`src/design/scsa_pkg.sv`:
```
// Shared constants, types and codes for the size class slot allocator.
package scsa_pkg;

   localparam int NUM_CLASSES     = 12;
   localparam int SLOTS_PER_CLASS = 256;
   localparam int MIN_SIDE_LOG2   = 3;

   localparam int ACTION_W = 2;
   localparam int SIZE_W   = 15;
   localparam int CLASS_W  = 4;
   localparam int SLOT_W   = 8;
   localparam int STATUS_W = 2;
   localparam int COUNT_W  = 9;

   localparam int WORD_BITS       = 64;
   localparam int WORDS_PER_CLASS = SLOTS_PER_CLASS / WORD_BITS;
   localparam int WORD_IDX_W      = $clog2(WORDS_PER_CLASS);
   localparam int BIT_IDX_W       = $clog2(WORD_BITS);
   localparam int ROWS            = NUM_CLASSES * WORDS_PER_CLASS;
   localparam int ROW_W           = CLASS_W + WORD_IDX_W;

   localparam int QUEUE_DEPTH = 2;
   localparam int QPTR_W      = $clog2(QUEUE_DEPTH);
   localparam int QCNT_W      = $clog2(QUEUE_DEPTH + 1);

   localparam logic [ACTION_W-1:0] ACT_ALLOC = 2'd0;
   localparam logic [ACTION_W-1:0] ACT_FREE  = 2'd1;

   typedef enum logic [STATUS_W-1:0] {
      ST_OK,
      ST_NOT_HELD,
      ST_TOO_LARGE,
      ST_FULL
   } status_type;

   typedef enum logic [2:0] {
      CMD_ALLOC,
      CMD_FREE,
      CMD_QUERY,
      CMD_TOO_LARGE,
      CMD_FREE_BAD_LEVEL,
      CMD_QUERY_BAD_LEVEL
   } cmd_kind_type;

   typedef enum logic [1:0] {
      BK_IDLE,
      BK_READ,
      BK_CHECK
   } back_state_type;

   typedef struct packed {
      cmd_kind_type        cmd;
      logic [CLASS_W-1:0]  cls;
      logic [SLOT_W-1:0]   slot;
   } queue_entry_type;

   typedef struct packed {
      status_type          status;
      logic [CLASS_W-1:0]  class_out;
      logic [SLOT_W-1:0]   slot_out;
      logic                grew;
      logic [COUNT_W-1:0]  free_count;
   } result_type;

endpackage

```
`src/design/scsa_req_if.sv`:
```
// Request and response channel interfaces of the size class slot allocator.
interface scsa_req_if;
   import scsa_pkg::*;

   logic                valid;
   logic                ready;
   logic [ACTION_W-1:0] action;
   logic [SIZE_W-1:0]   width;
   logic [SIZE_W-1:0]   height;
   logic [CLASS_W-1:0]  level;
   logic [SLOT_W-1:0]   slot;

   modport source (output valid, action, width, height, level, slot, input ready);
   modport sink   (input valid, action, width, height, level, slot, output ready);
endinterface

interface scsa_rsp_if;
   import scsa_pkg::*;

   logic                valid;
   logic                ready;
   logic [STATUS_W-1:0] status;
   logic [CLASS_W-1:0]  class_out;
   logic [SLOT_W-1:0]   slot_out;
   logic                grew;
   logic [COUNT_W-1:0]  free_count;

   modport source (output valid, status, class_out, slot_out, grew, free_count, input ready);
   modport sink   (input valid, status, class_out, slot_out, grew, free_count, output ready);
endinterface

```
`src/design/scsa_front.sv`:
```
// Front end: accepts request beats, picks the size class and decodes the command.
module scsa_front (
   scsa_req_if.sink                 req_chan,
   output logic                     push_valid,
   input  logic                     push_ready,
   output scsa_pkg::queue_entry_type push_entry
);
   import scsa_pkg::*;

   logic               fits;
   logic [CLASS_W-1:0] fit_class;
   logic               level_ok;

   always_comb begin
      fits      = 1'b0;
      fit_class = '0;
      for (int k = NUM_CLASSES - 1; k >= 0; k--) begin
         if ((32'(req_chan.width) <= (32'd1 << (MIN_SIDE_LOG2 + k))) &&
             (32'(req_chan.height) <= (32'd1 << (MIN_SIDE_LOG2 + k)))) begin
            fits      = 1'b1;
            fit_class = CLASS_W'(k);
         end
      end
   end

   assign level_ok = (32'(req_chan.level) < NUM_CLASSES);

   always_comb begin
      push_entry.slot = req_chan.slot;
      push_entry.cls  = req_chan.level;
      if (req_chan.action == ACT_ALLOC) begin
         push_entry.cls = fits ? fit_class : '0;
         push_entry.cmd = fits ? CMD_ALLOC : CMD_TOO_LARGE;
      end else if (req_chan.action == ACT_FREE) begin
         push_entry.cmd = level_ok ? CMD_FREE : CMD_FREE_BAD_LEVEL;
      end else begin
         push_entry.cmd = level_ok ? CMD_QUERY : CMD_QUERY_BAD_LEVEL;
      end
   end

   assign push_valid     = req_chan.valid;
   assign req_chan.ready = push_ready;

endmodule

```
`src/design/scsa_queue.sv`:
```
// Short command queue between the front end and the back end.
module scsa_queue (
   input  logic                      clock,
   input  logic                      reset,
   input  logic                      push_valid,
   output logic                      push_ready,
   input  scsa_pkg::queue_entry_type push_entry,
   output logic                      pop_valid,
   input  logic                      pop,
   output scsa_pkg::queue_entry_type pop_entry
);
   import scsa_pkg::*;

   queue_entry_type     entry_ff [QUEUE_DEPTH];
   logic [QPTR_W-1:0]   wr_ptr_ff, wr_ptr_in;
   logic [QPTR_W-1:0]   rd_ptr_ff, rd_ptr_in;
   logic [QCNT_W-1:0]   count_ff, count_in;
   logic                do_push;
   logic                do_pop;

   assign push_ready = (32'(count_ff) < QUEUE_DEPTH);
   assign pop_valid  = (count_ff != '0);
   assign pop_entry  = entry_ff[rd_ptr_ff];
   assign do_push    = push_valid && push_ready;
   assign do_pop     = pop && pop_valid;

   always_comb begin
      wr_ptr_in = do_push ? wr_ptr_ff + 1'b1 : wr_ptr_ff;
      rd_ptr_in = do_pop  ? rd_ptr_ff + 1'b1 : rd_ptr_ff;
      count_in  = count_ff + QCNT_W'(do_push) - QCNT_W'(do_pop);
   end

   always_ff @(posedge clock) begin
      if (reset) begin
         wr_ptr_ff <= '0;
         rd_ptr_ff <= '0;
         count_ff  <= '0;
      end else begin
         wr_ptr_ff <= wr_ptr_in;
         rd_ptr_ff <= rd_ptr_in;
         count_ff  <= count_in;
      end
   end

   always_ff @(posedge clock) begin
      if (do_push) begin
         entry_ff[wr_ptr_ff] <= push_entry;
      end
   end

endmodule

```
`src/design/scsa_back.sv`:
```
// Back end: occupancy memory, per-class counters, slot search and result register.
module scsa_back (
   input  logic                      clock,
   input  logic                      reset,
   input  logic                      q_valid,
   input  scsa_pkg::queue_entry_type q_entry,
   output logic                      q_pop,
   scsa_rsp_if.source                rsp_chan
);
   import scsa_pkg::*;

   function automatic logic [BIT_IDX_W-1:0] first_zero(input logic [WORD_BITS-1:0] w);
      logic [BIT_IDX_W-1:0] idx;
      idx = '0;
      for (int i = WORD_BITS - 1; i >= 0; i--) begin
         if (!w[i]) begin
            idx = BIT_IDX_W'(i);
         end
      end
      return idx;
   endfunction

   back_state_type        state_ff, state_in;
   queue_entry_type       cmd_ff;
   logic [WORD_IDX_W-1:0] word_ff, word_in;
   logic                  load_cmd;

   logic [COUNT_W-1:0]    used_ff [NUM_CLASSES];
   logic [COUNT_W-1:0]    live_ff [NUM_CLASSES];
   logic [ROWS-1:0]       row_valid_ff;

   logic [WORD_BITS-1:0]  mem [ROWS];
   logic [WORD_BITS-1:0]  rd_data_ff;
   logic                  rd_valid_ff;
   logic [ROW_W-1:0]      row_addr;
   logic                  mem_re;
   logic                  mem_we;
   logic [WORD_BITS-1:0]  wdata;
   logic [WORD_BITS-1:0]  rd_word;

   logic                  rsp_valid_ff, rsp_valid_in;
   result_type            rsp_data_ff;
   result_type            res;
   logic                  load_res;
   logic                  out_free;

   logic                  alloc_commit;
   logic                  grow_commit;
   logic                  free_commit;

   logic [COUNT_W-1:0]    used_cur;
   logic [COUNT_W-1:0]    live_cur;
   logic                  zero_found;
   logic [BIT_IDX_W-1:0]  zero_idx;
   logic [SLOT_W-1:0]     found_slot;
   logic                  found_grows;
   logic                  free_bad;
   logic                  last_word;
   logic                  head_multi;

   assign out_free    = !rsp_valid_ff || rsp_chan.ready;
   assign row_addr    = {cmd_ff.cls, word_ff};
   assign rd_word     = rd_valid_ff ? rd_data_ff : '0;
   assign used_cur    = used_ff[cmd_ff.cls];
   assign live_cur    = live_ff[cmd_ff.cls];
   assign zero_found  = ~&rd_word;
   assign zero_idx    = first_zero(rd_word);
   assign found_slot  = {word_ff, zero_idx};
   assign found_grows = ({1'b0, found_slot} == used_cur);
   assign free_bad    = ({1'b0, cmd_ff.slot} >= used_cur) ||
                        !rd_word[cmd_ff.slot[BIT_IDX_W-1:0]];
   assign last_word   = (word_ff == WORD_IDX_W'(WORDS_PER_CLASS - 1));
   assign head_multi  = (q_entry.cmd == CMD_ALLOC) || (q_entry.cmd == CMD_FREE);

   always_comb begin
      state_in = state_ff;
      unique case (state_ff)
         BK_IDLE: begin
            if (q_valid && head_multi) begin
               state_in = BK_READ;
            end
         end
         BK_READ: begin
            state_in = BK_CHECK;
         end
         BK_CHECK: begin
            if (cmd_ff.cmd == CMD_ALLOC && !zero_found && !last_word) begin
               state_in = BK_READ;
            end else if (out_free) begin
               state_in = BK_IDLE;
            end
         end
         default: state_in = BK_IDLE;
      endcase
   end

   always_comb begin
      q_pop        = 1'b0;
      load_cmd     = 1'b0;
      word_in      = word_ff;
      mem_re       = 1'b0;
      mem_we       = 1'b0;
      wdata        = rd_word;
      load_res     = 1'b0;
      alloc_commit = 1'b0;
      grow_commit  = 1'b0;
      free_commit  = 1'b0;
      res          = '{status: ST_OK, class_out: cmd_ff.cls, slot_out: '0,
                       grew: 1'b0, free_count: used_cur - live_cur};
      unique case (state_ff)
         BK_IDLE: begin
            res.class_out = q_entry.cls;
            res.free_count = '0;
            if (q_valid) begin
               if (head_multi) begin
                  q_pop    = 1'b1;
                  load_cmd = 1'b1;
                  word_in  = (q_entry.cmd == CMD_FREE) ?
                             q_entry.slot[SLOT_W-1 -: WORD_IDX_W] : '0;
               end else if (out_free) begin
                  q_pop    = 1'b1;
                  load_res = 1'b1;
                  priority case (q_entry.cmd)
                     CMD_TOO_LARGE: begin
                        res.status    = ST_TOO_LARGE;
                        res.class_out = '0;
                     end
                     CMD_FREE_BAD_LEVEL: res.status = ST_NOT_HELD;
                     CMD_QUERY: begin
                        res.free_count = used_ff[q_entry.cls] - live_ff[q_entry.cls];
                     end
                     default: res.status = ST_OK;
                  endcase
               end
            end
         end
         BK_READ: begin
            mem_re = 1'b1;
         end
         BK_CHECK: begin
            if (cmd_ff.cmd == CMD_ALLOC) begin
               if (zero_found) begin
                  res.slot_out   = found_slot;
                  res.grew       = found_grows;
                  res.free_count = used_cur - live_cur - COUNT_W'(!found_grows);
                  if (out_free) begin
                     load_res     = 1'b1;
                     mem_we       = 1'b1;
                     wdata        = rd_word | (WORD_BITS'(1) << zero_idx);
                     alloc_commit = 1'b1;
                     grow_commit  = found_grows;
                  end
               end else if (last_word) begin
                  res.status = ST_FULL;
                  load_res   = out_free;
               end else begin
                  word_in = word_ff + 1'b1;
               end
            end else begin
               load_res = out_free;
               if (free_bad) begin
                  res.status = ST_NOT_HELD;
               end else begin
                  res.free_count = used_cur - live_cur + 1'b1;
                  if (out_free) begin
                     mem_we      = 1'b1;
                     wdata       = rd_word & ~(WORD_BITS'(1) << cmd_ff.slot[BIT_IDX_W-1:0]);
                     free_commit = 1'b1;
                  end
               end
            end
         end
         default: begin
         end
      endcase
   end

   assign rsp_valid_in = load_res || (rsp_valid_ff && !rsp_chan.ready);

   always_ff @(posedge clock) begin
      if (reset) begin
         state_ff     <= BK_IDLE;
         rsp_valid_ff <= 1'b0;
         row_valid_ff <= '0;
         for (int k = 0; k < NUM_CLASSES; k++) begin
            used_ff[k] <= '0;
            live_ff[k] <= '0;
         end
      end else begin
         state_ff     <= state_in;
         rsp_valid_ff <= rsp_valid_in;
         if (mem_we) begin
            row_valid_ff[row_addr] <= 1'b1;
         end
         if (grow_commit) begin
            used_ff[cmd_ff.cls] <= used_cur + 1'b1;
         end
         if (alloc_commit) begin
            live_ff[cmd_ff.cls] <= live_cur + 1'b1;
         end else if (free_commit) begin
            live_ff[cmd_ff.cls] <= live_cur - 1'b1;
         end
      end
   end

   always_ff @(posedge clock) begin
      if (load_cmd) begin
         cmd_ff <= q_entry;
      end
      word_ff <= word_in;
      if (load_res) begin
         rsp_data_ff <= res;
      end
   end

   always_ff @(posedge clock) begin
      if (mem_we) begin
         mem[row_addr] <= wdata;
      end
      if (mem_re) begin
         rd_data_ff  <= mem[row_addr];
         rd_valid_ff <= row_valid_ff[row_addr];
      end
   end

   assign rsp_chan.valid      = rsp_valid_ff;
   assign rsp_chan.status     = rsp_data_ff.status;
   assign rsp_chan.class_out  = rsp_data_ff.class_out;
   assign rsp_chan.slot_out   = rsp_data_ff.slot_out;
   assign rsp_chan.grew       = rsp_data_ff.grew;
   assign rsp_chan.free_count = rsp_data_ff.free_count;

endmodule

```
`src/design/size_class_slot_allocator.sv`:
```
// Size class slot allocator top level.
//
// Requests arrive as valid/ready beats on req_chan: allocate (width, height),
// free (level, slot) or query (level). Every request beat gives exactly one
// response beat on rsp_chan, in request order, with status, class, granted
// slot, a grew flag and the free count of the class after the operation.
// The front end picks the size class and decodes the command in the
// accepting cycle and writes it to a two-entry queue, so requests keep
// being taken while the back end works or the response waits.
// The back end keeps occupancy as 64-bit words in a memory, one read or
// write a cycle. Query and rejected requests are answered in the idle state;
// a free goes idle, read word, then check and write; an allocate repeats
// read and check per word scanned, up to the 4 words of its class.
// At reset the per-class lengths and counts clear and every memory row is
// marked empty through its row valid bit, so no clearing pass is needed and
// requests are taken as soon as reset is released.
// While the receiver holds rsp ready low the response register holds its
// beat; the back end waits with its next result and the queue fills, after
// which req ready drops.
module size_class_slot_allocator (
   input logic        clock,
   input logic        reset,
   scsa_req_if.sink   req_chan,
   scsa_rsp_if.source rsp_chan
);
   import scsa_pkg::*;

   logic            push_valid;
   logic            push_ready;
   queue_entry_type push_entry;
   logic            q_valid;
   logic            q_pop;
   queue_entry_type q_entry;

   scsa_front u_front (
      .req_chan   (req_chan),
      .push_valid (push_valid),
      .push_ready (push_ready),
      .push_entry (push_entry)
   );

   scsa_queue u_queue (
      .clock      (clock),
      .reset      (reset),
      .push_valid (push_valid),
      .push_ready (push_ready),
      .push_entry (push_entry),
      .pop_valid  (q_valid),
      .pop        (q_pop),
      .pop_entry  (q_entry)
   );

   scsa_back u_back (
      .clock    (clock),
      .reset    (reset),
      .q_valid  (q_valid),
      .q_entry  (q_entry),
      .q_pop    (q_pop),
      .rsp_chan (rsp_chan)
   );

endmodule

```
`src/flat_wrapper.sv`:
```
// flat-port wrapper written by rule: the top's interface ports become plain ports
module size_class_slot_allocator_flat import scsa_pkg::*;
  (clock, reset, req_chan_valid, req_chan_action, req_chan_width, req_chan_height, req_chan_level, req_chan_slot, req_chan_ready, rsp_chan_valid, rsp_chan_status, rsp_chan_class_out, rsp_chan_slot_out, rsp_chan_grew, rsp_chan_free_count, rsp_chan_ready);
  scsa_req_if req_chan_i ();
  scsa_rsp_if rsp_chan_i ();
  input logic clock;
  input logic reset;
  input wire logic [$bits(req_chan_i.valid)-1:0] req_chan_valid;
  input wire logic [$bits(req_chan_i.action)-1:0] req_chan_action;
  input wire logic [$bits(req_chan_i.width)-1:0] req_chan_width;
  input wire logic [$bits(req_chan_i.height)-1:0] req_chan_height;
  input wire logic [$bits(req_chan_i.level)-1:0] req_chan_level;
  input wire logic [$bits(req_chan_i.slot)-1:0] req_chan_slot;
  output wire logic [$bits(req_chan_i.ready)-1:0] req_chan_ready;
  output wire logic [$bits(rsp_chan_i.valid)-1:0] rsp_chan_valid;
  output wire logic [$bits(rsp_chan_i.status)-1:0] rsp_chan_status;
  output wire logic [$bits(rsp_chan_i.class_out)-1:0] rsp_chan_class_out;
  output wire logic [$bits(rsp_chan_i.slot_out)-1:0] rsp_chan_slot_out;
  output wire logic [$bits(rsp_chan_i.grew)-1:0] rsp_chan_grew;
  output wire logic [$bits(rsp_chan_i.free_count)-1:0] rsp_chan_free_count;
  input wire logic [$bits(rsp_chan_i.ready)-1:0] rsp_chan_ready;
  assign req_chan_i.valid = req_chan_valid;
  assign req_chan_i.action = req_chan_action;
  assign req_chan_i.width = req_chan_width;
  assign req_chan_i.height = req_chan_height;
  assign req_chan_i.level = req_chan_level;
  assign req_chan_i.slot = req_chan_slot;
  assign req_chan_ready = req_chan_i.ready;
  assign rsp_chan_valid = rsp_chan_i.valid;
  assign rsp_chan_status = rsp_chan_i.status;
  assign rsp_chan_class_out = rsp_chan_i.class_out;
  assign rsp_chan_slot_out = rsp_chan_i.slot_out;
  assign rsp_chan_grew = rsp_chan_i.grew;
  assign rsp_chan_free_count = rsp_chan_i.free_count;
  assign rsp_chan_i.ready = rsp_chan_ready;
  size_class_slot_allocator u_core (.clock(clock), .reset(reset), .req_chan(req_chan_i), .rsp_chan(rsp_chan_i));
endmodule
```
`config.mk`:
```
export PLATFORM = sky130hd
export DESIGN_NAME = size_class_slot_allocator_flat
export DESIGN_NICKNAME = d
export VERILOG_FILES = /design/src/design/scsa_pkg.sv /design/src/design/scsa_req_if.sv /design/src/design/scsa_front.sv /design/src/design/scsa_queue.sv /design/src/design/scsa_back.sv /design/src/design/size_class_slot_allocator.sv /design/src/flat_wrapper.sv
export SDC_FILE = /design/constraint.sdc
export NUM_CORES = 2
export LEC_CHECK = 0
export BUFFER_PORTS_ARGS = -buffer_cell sky130_fd_sc_hd__buf_2
export CAP_MARGIN = 20
export CORE_AREA = 10 10 643 645
export CTS_BUF_LIST = sky130_fd_sc_hd__clkbuf_8
export DETAILED_ROUTE_END_ITERATION = 8
export DIE_AREA = 0 0 653 655
export PLACE_DENSITY_LB_ADDON = 0.15
export SKIP_LAST_GASP = 1
export SYNTH_ARGS = -nofsm -noshare
export SYNTH_HDL_FRONTEND = slang
export SYNTH_HIERARCHICAL = 1
export SYNTH_SLANG_ARGS = --single-unit
```
`constraint.sdc`:
```
create_clock -name clock -period 6.6 [get_ports clock]
set_clock_uncertainty 0.2 [all_clocks]
set_input_delay 1.32 -clock clock [delete_from_list [all_inputs] [get_ports clock]]
set_output_delay 1.32 -clock clock [all_outputs]
set_load 0.02 [all_outputs]
```
Word-level counts from Yosys, hierarchy flattened
Memories as Yosys holds them, arrays and structs flattened. A register that Yosys moved wholly into a read port is not among the register bits.
Index checks and enable logic that the tools add are counted.
{ "word_totals": {"input_bits": 48, "n_memories": 4, "elab_cells": 318, "reg_bits": 97, "output_inout_bits": 26, "ram_bits": 3318} }
{ "mem_list": {"columns": ["memory", "depth", "word_bits", "rd", "rd_clocked_by_memory_dff", "write_ports", "line", "source"], "rows": [
  ["u_core.u_back.mem", 48, 64, 1, 1, 1, "scsa_back.sv:32", "logic [WORD_BITS-1:0] mem [ROWS];"],
  ["u_core.u_back.live_ff", 12, 9, 2, 1, 12, "scsa_back.sv:29", "logic [COUNT_W-1:0] live_ff [NUM_CLASSES];"],
  ["u_core.u_back.used_ff", 12, 9, 2, 1, 12, "scsa_back.sv:28", "logic [COUNT_W-1:0] used_ff [NUM_CLASSES];"],
  ["u_core.u_queue.entry_ff", 2, 15, 1, 1, 1, "scsa_queue.sv:14", "queue_entry_type entry_ff [QUEUE_DEPTH];"]
]} }
{ "classes": {"reduce_logical": 40, "n_shift": 2, "n_mux": 191, "n_bitwise": 7, "n_eq_ne": 16, "add_sub_neg": 12, "order_cmp": 30} }
{ "ops": {"columns": ["cell", "count"], "rows": [
  ["$mux W64", 7],
  ["$mux W6", 67],
  ["$shl A1 B6 Y64 const A", 2],
  ["$mux W9", 10],
  ["$mux W4", 20],
  ["$and A64 B64 Y64", 1],
  ["$not A64 Y64", 1],
  ["$or A64 B64 Y64", 1],
  ["$reduce_and A64 Y1", 1],
  ["$mux W1", 61],
  ["$or A48 B48 Y48", 1],
  ["$le A15 B10 Y1 const B", 2],
  ["$le A15 B11 Y1 const B", 2],
  ["$le A15 B12 Y1 const B", 2],
  ["$le A15 B13 Y1 const B", 2],
  ["$le A15 B14 Y1 const B", 2],
  ["$le A15 B15 Y1 const B", 2],
  ["$le A15 B4 Y1 const B", 2],
  ["$le A15 B5 Y1 const B", 2],
  ["$le A15 B6 Y1 const B", 2],
  ["$le A15 B7 Y1 const B", 2],
  ["$le A15 B8 Y1 const B", 2],
  ["$le A15 B9 Y1 const B", 2],
  ["$add A9 B1 Y9 const B", 3],
  ["40 further kinds", 99]
]} }

Logic depth before layout (Yosys ltp)
{ "depth": {"depth_word": 75, "depth_mapped": 27} }

Modules after synthesis
Netlist, hierarchy kept.
{ "by_module_without_submodules": {"columns": ["module", "seq_area_each_um2", "area_each_um2", "n_inst", "cells_per_inst"], "rows": [
  ["scsa_back", 105180.9, 137235.4, 1, 8026],
  ["scsa_queue", 1001.0, 1372.6, 1, 74],
  ["scsa_front", 0.0, 789.5, 1, 106]
]} }

Worst setup path after synthesis
No wires, ideal clock.
{ "synth_timing": {"path_type": "reg-to-reg", "startpoint": "register with a tool-made name", "endpoint": "memory u_core.u_back.mem[0][0], enable pin", "setup_time_ps": 487, "path_stages_with_launch": 18, "required_ps": 5913, "path_slack_ps": -569, "arrival_time_ps": 6483, "path_buffers": 5, "path_cell_list": "dfxtp_1 > buf_6 > buf_8 > buf_6 > buf_6 > mux4_2 > mux4_2 > inv_1 > ha_1 > a21oi_1 > o21ai_0 > a41oi_1 > a211oi_1 > nand4b_1 > buf_2 > a21oi_1 > nand2_1 > nor2_1"} }
{ "synth_lines": {"columns": ["element", "line"], "rows": [
  ["end, declared", "scsa_back.sv:32"]
]} }

==> impl_results.md <==
* Maximum vdd ir drop at 0.0002373 V
* Crit-path max FO at 27
* Register share of total power at 0.469
* First-pass GRT wire length at 703.4 mm
* Worst rel slew slack at 0.1757
* GR Overflow Total at 0
* Critical path's most frequent cell: buf_4
* Root Driver: clkbuf_8
* EDFF count, synth at 3496
* GRT Util Overall at 0.2315
* Synthesized cell area at 139400 um^2
* Hold Path Depth at 1
* CTS tree: yes
* Worst Hold Slack at 0.1144 ns
* Longest Clk Path Bufs at 4
* Total wire length at 513.0 mm
* Slew Viols, Final at 0
* Pwr dens at 342.7 nW/um^2
* CP required at 7.20 ns
* Min Tclk post-route at 6.221 ns
* Crit path DAT at 6.82 ns
* Sequential element share of the synthesized area at 0.7617
* FF+latch count, synth at 3556
* Busiest layer in global routing: met2
* Post-synth cell types at 98
* Post-synth ARST share at 0
* Leak at 50.23 nW
* Mapped Cells at 8206
* Via/cell ratio at 5.924
* Synth-to-layout area growth at 15.15%
* Placed cell area at 149500 um^2
* Slowest stage delay, CP at 0.92 ns
* Vias in the first global route at 85210
* Final Cycle Share at 0.9425
* Largest cells by area after synthesis: edfxtp_1 75%, a22oi_1 4.9%, mux4_2 3.6%, a22o_1 1.4%, a221oi_1 1.3%
* Setup_tns at 0 ns
* Clock power share at 0.331
* Switching share of power at 0.3067
* Total CTS buffers at 603
* Synthesized area per cell at 16.99 um^2
* Placeable Area at 400900 um^2
* Post-synth top cells: 3496 x edfxtp_1, 914 x a22oi_1, 434 x clkbuf_1
* Setup bufs post-CTS at 0
* RSZ-0062 raised after global routing: false
* Port buffer count at 73
* Post-DR wirelength/cell at 35.35 um
* Pin count of the biggest net entering global routing at 88
* Psw at 16.88 mW
* GPL Wtd Cong at 0.9012
* Slowest CP cell: nor2_4
* Post-route ant nets at 0
* Fin. Hold Viols at 0
* Yosys warning total at 6
* Largest area contributor in the netlist: edfxtp_1
* HPWL after DPL at 278.7 mm
* Final #Nets at 8841
* Internal power at 38.14 mW
* Die Height at 655 um
* CP delay by family, top: simple AND/OR/NAND/NOR gates
* Share of the synthesized area in the top cell type at 0.7531
* Fraction of layout cells with a size suffix above 1 at 0.1894
* Initial antenna violation count at 23
* Setup WS pre-CTS at 0.3457 ns
* Clock Latency Late Sink at 1.26 ns
* R2r worst-path depth at 15
* Number of clock sinks at 3556
* Met1 Use GR at 0.3177
* CP Class: reg2reg
* Critical path cell sequence: buf_4, mux4_2, a22o_1, a221oi_4, ha_1, nand3_1, nand2_1, a41oi_1, a211oi_2, nand4b_1, buf_4, a21oi_1, nand2_1, nor2_4, buf_4
* Synthesized Nets at 8295
* Cell Rows at 233
* Die area at 427700 um^2
* Clk slew on worst S/H paths at 0.06 ns
* Levels on crit path at 15
* H-Tree Depth at 6
* Met2 track utilization from global routing at 0.3736
* Worst hold path class: in2reg
* Die X at 653 um
* Hold path startpoint: req_chan_slot[0]
* Comb power frac at 0.200
* CP Launch Type: flip-flop
* Run status: finished clean
* # IOs at 74
* Setup Viol. Count Final at 0
* Most common cell in the netlist: edfxtp_1
* WP buf/inv at 3
* Fmax at 0.1608 GHz
* Finished Cell Area at 160500 um^2
* DRC Markers at 0
* Max-cap check violation count at 0
* Synth Flop Type: edfxtp_1
* Initial core utilization at 0.3478
* CP endpoint kind: flip-flop
* Routing usage on met3 at 0.04490
* DRT iter0 DRCs at 10700
* DR vias at 85970
* Post-route setup slack at 0.3794 ns
* Slew of the pin with the lowest slew margin at 1.225 ns
* Initial DRT Pass Iterations at 6
## registers in the layout, summed over array words and instances, names as in the netlist, named ones only
name,cells
u_core/u_back/cmd_ff,15
u_core/u_back/live_ff,144
u_core/u_back/mem,3072
u_core/u_back/rd_data_ff,64
u_core/u_back/rd_valid_ff,1
u_core/u_back/row_valid_ff,48
u_core/u_back/rsp_chan.class_out,4
u_core/u_back/rsp_chan.free_count,9
u_core/u_back/rsp_chan.grew,1
u_core/u_back/rsp_chan.slot_out,8
u_core/u_back/rsp_chan.status,2
u_core/u_back/rsp_chan.valid,1
u_core/u_back/state_ff,2
u_core/u_back/used_ff,144
u_core/u_back/word_ff,2
u_core/u_queue/count_ff,2
u_core/u_queue/entry_ff,30
u_core/u_queue/rd_ptr_ff,1
u_core/u_queue/wr_ptr_ff,1
## cell usage in the layout (no fill, tap or decap), types with 66 or more instances in the layout
cell type	n
nand3_1	131
a21oi_1	162
mux2i_1	87
nor2_1	224
a221oi_1	200
inv_1	278
nand2_1	394
nor4_1	73
a22oi_1	914
buf_12	98
buf_4	348
a41oi_1	89
o21ai_0	156
buf_2	76
mux4_2	220
clkbuf_8	612
mux2_2	74
nand4_1	66
a22o_1	225
a31oi_1	176
clkinv_1	138
nor3_1	149
edfxtp_1	3496
## timing repair
item	4_1_cts	5_1_grt
endpoints found under the hold margin	6	0
hold buffers	3	0
endpoints found under the setup margin	0	11
gates resized for setup	0	1
## through the flow
| step | utilization | total power, mW | std cells |
|---|---|---|---|
| floorplan | - | 32.39 | 8206 |
| global placement | 0.3725 | 37.13 | 13410 |
| detailed placement | 0.3730 | 37.17 | 13430 |
| CTS | 0.4001 | 55.38 | 14490 |
| global route | 0.4004 | 57.01 | 14510 |
| finish | 0.4004 | 55.02 | 14510 |
## path summary, 6_finish.rpt
check	endpoint	slack [ns]
setup reg to reg	u_core/u_back/mem[41][52]	0.38
hold reg to reg	u_core/u_back/row_valid_ff[4]	0.26
hold / removal	u_core/u_queue/entry_ff[0][0]	0.11
setup / recovery	u_core/u_back/mem[41][52]	0.38
## power groups by stage
stage	clock network [mW]	registers, mW	logic, mW
6_report	18.2	25.8	11.0
5_1_grt	19.6	25.8	11.6
4_1_cts	18.6	25.8	11.0
3_5_place_dp	0	26.2	10.9
3_3_place_gp	0	26.2	10.9
2_1_floorplan	0	26.2	6.19
## cell type report
| type | instances | area (um^2) |
|---|---|---|
| fill | 36310 | 240300 |
| sequential | 3556 | 106200 |
| multi-input combinational | 3996 | 31530 |
| clock buffer | 612 | 8423 |
| tap | 5287 | 6615 |
| timing repair buffer | 528 | 5067 |
| clock inverter | 454 | 2415 |
| inverter | 67 | 251.5 |
| antenna | 13 | 32.53 |
## routing by layer
metal	part of all wire	up-vias
li1	-	35300
met1	0.42	45750
met2	0.47	4099
met3	0.078	813
met4	0.032	4
met5	0.000060	-
## worst register-to-register path, cell delays in order (launching register included)
cell and delay (ns):
dfxtp_4 0.55, buf_4 0.39, mux4_2 0.55, a22o_1 0.28, a221oi_4 0.32, ha_1 0.32, nand3_1 0.09, nand2_1 0.05
a41oi_1 0.23, a211oi_2 0.17, nand4b_1 0.22, buf_4 0.25, a21oi_1 0.28, nand2_1 0.30, nor2_4 0.92, buf_4 0.64
## cell families after synthesis
group | Yosys count | synth area share
flip-flops | 3556 | 0.7617
AO/OA/AOI/OAI | 2248 | 0.1197
AND/OR/NAND/NOR | 1282 | 0.04506
buffers and inverters | 654 | 0.01873
multiplexers | 391 | 0.04885
adder cells (fa/ha/maj) | 41 | 0.003842
XOR/XNOR | 34 | 0.002136
No activity file was read; power rests on OpenSTA's default activity.
